<file path="config.mk">
export PLATFORM = sky130hd
export DESIGN_NAME = utf8_to_code_point_decoder
export DESIGN_NICKNAME = d
export VERILOG_FILES = /design/src/rtl/core/u8d_pkg.sv /design/src/rtl/core/utf8_to_code_point_decoder.sv /design/src/rtl/core/u8d_step.sv
export VERILOG_INCLUDE_DIRS = /design/src /design/src/rtl/core
export SDC_FILE = /design/constraint.sdc
export NUM_CORES = 1
export LEC_CHECK = 0
export BUFFER_PORTS_ARGS = -buffer_cell sky130_fd_sc_hd__buf_2
export CAP_MARGIN = 0
export CORE_ASPECT_RATIO = 0.7
export CORE_MARGIN = 2
export CORE_UTILIZATION = 52
export DETAILED_ROUTE_END_ITERATION = 10
export HOLD_SLACK_MARGIN = 0.08
export MAX_ROUTING_LAYER = met4
export PLACE_DENSITY = 0.87
export SYNTH_ARGS = -nofsm -noshare
export SYNTH_HDL_FRONTEND = slang
export SYNTH_SLANG_ARGS = --single-unit
</file>
<file path="constraint.sdc">
create_clock -name aclk -period 7.1 [get_ports aclk]
set_input_delay 2.13 -clock aclk [delete_from_list [all_inputs] [get_ports aclk]]
set_output_delay 2.13 -clock aclk [all_outputs]
set_load 0.005 [all_outputs]
</file>
<file path="src/rtl/core/utf8_to_code_point_decoder_defines.svh">
// ----------------------------------------------------------------------------
// utf8_to_code_point_decoder_defines.svh
// Assertion macros used by the decoder RTL.
// ----------------------------------------------------------------------------
`ifndef UTF8_TO_CODE_POINT_DECODER_DEFINES_SVH
`define UTF8_TO_CODE_POINT_DECODER_DEFINES_SVH

// Checked on every edge outside reset.
`define U8D_ASSERT(label, prop, msg) \
    label: assert property (@(posedge aclk) disable iff (!aresetn) (prop)) \
        else $error(msg);

// Checked on every edge, reset included.
`define U8D_ASSERT_ALWAYS(label, prop, msg) \
    label: assert property (@(posedge aclk) (prop)) else $error(msg);

`endif

</file>
<file path="src/rtl/core/u8d_pkg.sv">
// ----------------------------------------------------------------------------
// u8d_pkg
// Types and helpers shared by the UTF-8 decoder modules.
// ----------------------------------------------------------------------------
package u8d_pkg;

    localparam int unsigned CP_W   = 21;
    localparam int unsigned PEND_W = 2;

    typedef enum logic [1:0] {
        STAT_CHAR     = 2'd0,
        STAT_BAD_LEAD = 2'd1,
        STAT_BAD_CONT = 2'd2
    } status_t;

    typedef struct packed {
        logic [CP_W-1:0]   partial;
        logic [PEND_W-1:0] pending;
        logic              discarding;
    } dec_state_t;

    typedef struct packed {
        logic            emit;
        logic [CP_W-1:0] code_point;
        status_t         status;
    } dec_result_t;

    // Low two bytes swapped for a big-endian target; bits 20..16 kept.
    function automatic logic [CP_W-1:0] finish_cp(input logic [CP_W-1:0] cp,
                                                  input logic            swap);
        logic [CP_W-1:0] res;
        res = cp;
        if (swap) begin
            res = {cp[20:16], cp[7:0], cp[15:8]};
        end
        return res;
    endfunction

endpackage

</file>
<file path="src/rtl/core/utf8_to_code_point_decoder.sv">
// ----------------------------------------------------------------------------
// utf8_to_code_point_decoder
// Streaming UTF-8 decoder: one byte in, at most one code point out.
// ----------------------------------------------------------------------------
// Input channel s_*: one byte per transfer, s_in_last marks a string's end.
// Result channel m_*: a code point with status (0 character, 1 bad lead,
// 2 missing or bad continuation) and m_out_last copied from the byte that
// produced it. Bytes mid-sequence, and bytes dropped after an error, give
// no result.
// Throughput: one byte per cycle while the receiver takes results. The
// decode step sits between the input handshake and a single output
// register, so a result appears in the cycle after the transfer of its byte.
// If the receiver stalls, s_ready stays high as long as the output register
// is empty or is being taken in the same cycle; otherwise it drops.
// cfg_wr_en / cfg_wr_data set swap_low_bytes (swap bits 15..8 and 7..0).
// Reset (aresetn low, synchronous) clears the sequence state, the discard
// flag, the output valid flag and swap_low_bytes.
// ----------------------------------------------------------------------------
`include "utf8_to_code_point_decoder_defines.svh"

module utf8_to_code_point_decoder (
    input  logic                      aclk,
    input  logic                      aresetn,
    input  logic                      cfg_wr_en,
    input  logic                      cfg_wr_data,
    input  logic                      s_valid,
    output logic                      s_ready,
    input  logic [7:0]                s_in_byte,
    input  logic                      s_in_last,
    output logic                      m_valid,
    input  logic                      m_ready,
    output logic [u8d_pkg::CP_W-1:0]  m_code_point,
    output logic [1:0]                m_status,
    output logic                      m_out_last
);
    import u8d_pkg::*;

    logic            swap_reg;
    dec_state_t      state_reg, state_next, step_state;
    dec_result_t     step_res;
    logic            m_valid_reg;
    logic [CP_W-1:0] cp_reg;
    status_t         status_reg;
    logic            last_reg;
    logic            in_xfer;

    assign s_ready = !m_valid_reg || m_ready;
    assign in_xfer = s_valid && s_ready;

    u8d_step u_step (
        .in_byte  (s_in_byte),
        .in_last  (s_in_last),
        .swap     (swap_reg),
        .state_i  (state_reg),
        .state_o  (step_state),
        .result_o (step_res)
    );

    assign state_next = in_xfer ? step_state : state_reg;

    always_ff @(posedge aclk) begin
        if (!aresetn) begin
            swap_reg    <= 1'b0;
            state_reg   <= '0;
            m_valid_reg <= 1'b0;
        end else begin
            if (cfg_wr_en) begin
                swap_reg <= cfg_wr_data;
            end
            state_reg <= state_next;
            if (in_xfer) begin
                m_valid_reg <= step_res.emit;
            end else if (m_ready) begin
                m_valid_reg <= 1'b0;
            end
        end
    end

    always_ff @(posedge aclk) begin
        if (in_xfer && step_res.emit) begin
            cp_reg     <= step_res.code_point;
            status_reg <= step_res.status;
            last_reg   <= s_in_last;
        end
    end

    assign m_valid      = m_valid_reg;
    assign m_code_point = cp_reg;
    assign m_status     = status_reg;
    assign m_out_last   = last_reg;

    `U8D_ASSERT(a_last_clears, (in_xfer && s_in_last) |=> (state_reg == '0), "state left after last")
    `U8D_ASSERT(a_err_zero_cp, m_valid_reg && status_reg != STAT_CHAR |-> cp_reg == '0, "error cp nonzero")
    `U8D_ASSERT(a_discard_idle, state_reg.discarding |-> state_reg == dec_state_t'(1), "discard mid-sequence")
    `U8D_ASSERT(a_discard_silent, (in_xfer && state_reg.discarding) |=> !m_valid_reg, "result while discarding")
    `U8D_ASSERT_ALWAYS(a_reset_empty, !aresetn |=> (!m_valid_reg && state_reg == '0), "not cleared by reset")

endmodule

</file>
<file path="src/rtl/core/u8d_step.sv">
// ----------------------------------------------------------------------------
// u8d_step
// Next-state and result logic for one byte of the UTF-8 decoder.
// ----------------------------------------------------------------------------
module u8d_step (
    input  logic [7:0]           in_byte,
    input  logic                 in_last,
    input  logic                 swap,
    input  u8d_pkg::dec_state_t  state_i,
    output u8d_pkg::dec_state_t  state_o,
    output u8d_pkg::dec_result_t result_o
);
    import u8d_pkg::*;

    logic [CP_W-1:0]   shifted;
    logic [PEND_W-1:0] pend_dec;

    assign shifted  = {state_i.partial[CP_W-7:0], in_byte[5:0]};
    assign pend_dec = state_i.pending - PEND_W'(1);

    always_comb begin
        state_o             = state_i;
        result_o.emit       = 1'b0;
        result_o.code_point = '0;
        result_o.status     = STAT_CHAR;

        if (state_i.discarding) begin
            state_o.discarding = !in_last;
        end else if (state_i.pending != '0) begin
            if (in_byte[7:6] != 2'b10) begin
                state_o         = '{partial: '0, pending: '0, discarding: !in_last};
                result_o.emit   = 1'b1;
                result_o.status = STAT_BAD_CONT;
            end else if (pend_dec == '0) begin
                state_o             = '0;
                result_o.emit       = 1'b1;
                result_o.code_point = finish_cp(shifted, swap);
            end else if (in_last) begin
                // string ended with continuations still due
                state_o         = '0;
                result_o.emit   = 1'b1;
                result_o.status = STAT_BAD_CONT;
            end else begin
                state_o.partial = shifted;
                state_o.pending = pend_dec;
            end
        end else begin
            case (in_byte) inside
                8'b0???????: begin
                    result_o.emit       = 1'b1;
                    result_o.code_point = finish_cp({13'd0, in_byte}, swap);
                end
                8'b10??????, 8'b11111???: begin
                    state_o.discarding = !in_last;
                    result_o.emit      = 1'b1;
                    result_o.status    = STAT_BAD_LEAD;
                end
                8'b110?????: begin
                    state_o.partial = {16'd0, in_byte[4:0]};
                    state_o.pending = PEND_W'(1);
                end
                8'b1110????: begin
                    state_o.partial = {17'd0, in_byte[3:0]};
                    state_o.pending = PEND_W'(2);
                end
                default: begin
                    state_o.partial = {18'd0, in_byte[2:0]};
                    state_o.pending = PEND_W'(3);
                end
            endcase
            if (in_last && !result_o.emit) begin
                // lone lead as the final byte
                state_o         = '0;
                result_o.emit   = 1'b1;
                result_o.status = STAT_BAD_CONT;
            end
        end
    end

endmodule
</file>
# [Word level (Yosys, flattened, before mapping)]
# Cells that the tools add are included.
[totals] reg_bits=44 word_cells=64 inputBits=15 output_inout_bits=26
[op_classes] n_mux=35 n_bitwise=1 n_addsub=1 n_reduce_logical=13 eq_ne=6
[op_table] op="two-way mux 18 bit" count=4
[op_table] op="two-way mux 17 bit" count=3
[op_table] op="two-way mux 24 bit" count=2
[op_table] op="two-way mux 21 bit" count=2
[op_table] op="two-way mux 15 bit" count=2
[op_table] op="two-way mux 16 bit" count=1
[op_table] op="two-way mux 1 bit" count=14
[op_table] op="two-way mux 2 bit" count=5
[op_table] op="two-way mux 7 bit" count=1
[op_table] op="two-way mux 6 bit" count=1
[op_table] op="== test 5 bit (second input constant)" count=1
[op_table] op="== test 4 bit (second input constant)" count=1
[op_table] op="AND reduction 4 bit" count=1
[op_table] op="nonzero test 2 bit" count=2
[op_table] op="== test 3 bit (second input constant)" count=1
[op_table] op="logical AND 1 bit" count=3
[op_table] op="zero test 1 bit" count=3
[op_table] op="inequality test 3 x 1 -> 1 bit (second input constant)" count=1
[op_table] op="nonzero test 3 bit" count=1
[op_table] op="== test 2 bit (second input constant)" count=1
[op_table] op="zero test 2 bit" count=1
[op_table] op="inequality test 2 bit (second input constant)" count=1
[op_table] op="OR reduction 2 bit" count=1
[op_table] op="subtractor 2 x 1 -> 2 bit (second input constant)" count=1
[op_table] op="2 further kinds" count=2

# [Logic depth before layout (Yosys ltp)]
[logic_depth] depth_word=12 mapped_depth=7 depth_no_buf=6

# [Modules after synthesis]
# A second synthesis with hierarchy kept.
[hier_totals] cells_unflattened=270 hier_area_um2=2690.1
[modules_own_cells] mod="utf8_to_code_point_decoder" seq_area_each_um2=1241.2 cells_per_inst=138 instances=1 area_each_um2=1793.0
[modules_own_cells] mod="u8d_step" seq_area_each_um2=0.0 cells_per_inst=132 instances=1 area_each_um2=897.1

# [Least setup slack after synthesis]
# Ideal clock, no wire load.
[synth_timing] path_kind="input port to flip-flop" startpoint="input port s_in_byte[5]" endpoint="register cp_reg[0] (netlist: m_code_point[0]), enable pin" path_slack_ns=2.358 t_required_ns=6.662 cell_stages=5 setup_time_ns=0.438 path_buffers=2 arrival_time_ns=4.304 cell_sequence="buf_6 > and3_1 > buf_6 > nor2_1 > nor3_1"
[synth_via] elab_chain_cells=12
[synth_lines] element="start, declared" line_no="utf8_to_code_point_decoder.sv:28" rtl="input logic [7:0] s_in_byte,"
[synth_lines] element="== test 5 bit (no line) (*)"
[synth_lines] element="OR reduction 2 bit (*)" line_no="u8d_step.sv:48" rtl="case (in_byte) inside"
[synth_lines] element="two-way mux 1 bit (*) (2 in a row)" line_no="u8d_step.sv:48"
[synth_lines] element="two-way mux 1 bit (*)" line_no="u8d_step.sv:29" rtl="end else if (state_i.pending != '0) begin"
[synth_lines] element="two-way mux 1 bit (*)" line_no="u8d_step.sv:27" rtl="if (state_i.discarding) begin"
[synth_lines] element="zero test 1 bit" line_no="u8d_step.sv:71" rtl="if (in_last && !result_o.emit) begin"
[synth_lines] element="logical AND 1 bit" line_no="u8d_step.sv:71"
[synth_lines] element="two-way mux 1 bit (*)" line_no="u8d_step.sv:71"
[synth_lines] element="two-way mux 24 bit (*)" line_no="u8d_step.sv:29"
[synth_lines] element="two-way mux 24 bit (*)" line_no="u8d_step.sv:27"
[synth_lines] element="logical AND 1 bit (*)" line_no="utf8_to_code_point_decoder.sv:80" rtl="if (in_xfer && step_res.emit) begin"
[synth_lines] element="end signal, assigned" line_no="utf8_to_code_point_decoder.sv:81" rtl="cp_reg <= step_res.code_point;"
[synth_lines] element="end, declared" line_no="utf8_to_code_point_decoder.sv:42" rtl="logic [CP_W-1:0] cp_reg;"
# Every way passes the cells marked *; elsewhere a longest branch is shown, timed or not. The select of a mux whose other input is x is not followed.
# A chain may end at the register's enable or synchronous reset.

# [Worst setup path after layout]
[layout_timing] startpoint="input port m_ready" endpoint="output port s_ready"
[layout_via] elab_chain_cells=1
[layout_lines] element="start, declared" line_no="utf8_to_code_point_decoder.sv:31" rtl="input logic m_ready,"
[layout_lines] element="logical OR 1 bit" line_no="utf8_to_code_point_decoder.sv:47" rtl="assign s_ready = !m_valid_reg || m_ready;"
[layout_lines] element="end, declared" line_no="utf8_to_code_point_decoder.sv:27" rtl="output logic s_ready,"
# No other way between the ends.

==> reports/metrics.yaml <==
slew_headroom_pct: 53.65
drtIter0Drc: 165
synth.area.top_cells: "edfxtp_1 (33%), dfxtp_1 (18%), a21boi_1 (3.4%)"
cts_buffers: 5
synth_area_um2: 2198
largest_reg_flops: 21
port_buffers: 40
place_area_um2: 2372
ant_nets: 0
cts_tree: "built"
die_y_um: 58.40
syn-mean-instance-area_um2: 10.52
firstDrtPassIters: 4
worst_pin_slew_ps: 694.4
setup-violations-final: 0
r2r_slack_ps: 4770
cp_max_fo: 4
path_clk_slew_ps: 80
holdCritStartpoint: "state_reg[17]"
async_flop_share_pct: 0
start_kind: "primary input"
cts_root_buf: "clkbuf_8"
hold_path_end: "state_reg[17]"
rr_endpoint: "m_code_point[4]"
fp.dieW_um: 81.72
core-area_um2: 3994
htree_levels: 2
max_freq_mhz: 212.2
num_vias: 1746
start_util_pct: 55.04
multi_input_area_um2: 955.9
dpl.hpwl_um: 3125
drv_slew: 0
syn2layout_area_growth_pct: 11.72
r2r_start: "state_reg[1]"
post-synth-top-count-cell: "edfxtp_1"
synth_edf_count: 24
drt_wl_total_um: 4596
worstHoldPathCells: 2
insertion_delay_ps: 300
routabilityCongestion: 0.8902
drv_cap: 0
period_share_pct: 66.38
power.leakage_uw: 0.0009699
arrival_ps: 2580
seq_area_frac_synth_pct: 51.00
worstSetupPathType: "in -> out"
clk_path_buf_depth: 2
ys_seq_elements: 44
crit_path_end_kind: "output pin"
viasPerCell: 5.959
fill_cells: 340
fin_setup_tns_ps: 0
nNetsFinal: 257
ir_drop_mv: 0.1881
antenna_found_initial: 0
synth_nets: 226
cts.sinks: 44
routedWlPerCell_um: 15.69
grt_pass1_wl_um: 7403
antenna_cells: 0
post_cts_resize_count: 0
pin_count: 41
required_ps: 4970
cellPowerDensity_nw_per_um2: 226.1
seq_area_um2: 1121
row_count: 19
holdBufCountCts: 0
fin_area_um2: 2456
gr-total-overflow: 0
rr_worst_depth: 6
rsz0062_at_grt: "false"
synth_top_area_share_pct: 32.78
ys_types: 46
outcome: "finished, final reports clean"
grt.total_usage_pct: 21.26
grt_pass1_vias: 1439
yosysWarnings: 0
die_area_um2: 4772
synth_flop_cell: "edfxtp_1"
hold_class: "reg -> reg"
p_total_uw: 555.4
drc: 0
drive_gt1_share_pct: 24.90
finalCriticalPeriod_ps: 4713
finClkSkew_ps: 5.259
post_cts_buffers: 0
synth_cells: 209
hold_viol: 0
synth_common_cells: "edfxtp_1 (24), dfxtp_1 (20), a21oi_1 (13)"
yosysTopAreaCell: "edfxtp_1"
grt_max_degree: 26
-- worst max-delay path by stage --
stage                 startpoint               to  slack [ps]
floorplan           s_in_byte[5]  m_code_point[0]        2360
global route             m_ready          s_ready        2360
detailed placement       m_ready          s_ready        2380
finish                   m_ready          s_ready        2390
CTS                      m_ready          s_ready        2380
global placement         m_ready          s_ready        2400
-- layer usage --
metal	up-vias	routed length [um]	GRT usage (%)	share of wire (%)
li1	840	-	-	-
met5	-	0	-	0
met3	5	516	5.982	11
met4	0	48	5.714	1.0
met2	88	1887	26.93	41
met1	813	2142	32.93	47
-- cell type report --
type,count,area share (%)
tap,52,2.649
multi-input combinational,142,38.92
clock buffer,6,2.955
inverter,6,0.9170
clock inverter,2,0.4585
timing repair buffer,41,8.456
sequential,44,45.64
-- critical path, cell delays in order --
cell     delay [ps]
buf_2           110
nor2b_4         150
inv_2            70
buf_2           120
-- per-stage QoR --
step / hold WS [ps] / std cells / util, % / setup slack [ps]
CTS: 477.2 / 293 / 61.50 / 2380
global placement: 461.8 / 285 / 59.40 / 2399
detailed placement: 466.0 / 285 / 59.40 / 2382
floorplan: 448.7 / 209 / - / 2358
finish: 473.3 / 293 / 61.50 / 2387
global route: 499.2 / 293 / 61.50 / 2362
-- placed cells by master (no fill, tap or decap), types with 2 or more instances in the layout --
| cell type | synthesis | layout |
|---|---|---|
| buf_2 | 8 | 40 |
| edfxtp_1 | 24 | 24 |
| dfxtp_1 | 20 | 20 |
| a21oi_1 | 13 | 13 |
| nor2_1 | 12 | 12 |
| nand3_1 | 11 | 11 |
| nand4_1 | 10 | 10 |
| a21boi_1 | 10 | 10 |
| nand2_1 | 9 | 9 |
| a22oi_1 | 8 | 8 |
| o21ai_1 | 8 | 8 |
| o21ai_0 | 6 | 6 |
| and2_1 | 6 | 6 |
| nand2b_1 | 6 | 6 |
| inv_1 | 5 | 5 |
| clkbuf_8 | 0 | 5 |
| a41o_1 | 4 | 4 |
| mux2i_1 | 3 | 3 |
| nor3_1 | 4 | 3 |
| a221oi_1 | 2 | 2 |
| o221a_2 | 2 | 2 |
| nor2b_1 | 2 | 2 |
| mux2_2 | 2 | 2 |
| o21a_1 | 2 | 2 |
| o21bai_1 | 2 | 2 |
| ha_1 | 2 | 2 |
-- power breakdown --
| part | total (uW) | switching [uW] | internal [uW] |
|---|---|---|---|
| Clock | 154 | 85.3 | 68.3 |
| Combinational | 102 | 64.6 | 37.6 |
| Sequential | 300 | 9.99 | 290 |
| Total | 555 | 160 | 396 |
-- cells by family (layout without fill, tap and decap cells) --
kind of cell | Yosys count | in the layout | share of synthesized area (%)
multiplexers | 5 | 5 | 2.390
buffers and inverters | 23 | 55 | 5.748
flip-flops | 44 | 44 | 51.00
adder cells (fa/ha/maj) | 2 | 2 | 1.138
AO/OA/AOI/OAI | 62 | 62 | 19.58
AND/OR/NAND/NOR | 73 | 73 | 20.15
No activity file was read; power rests on OpenSTA's default activity.
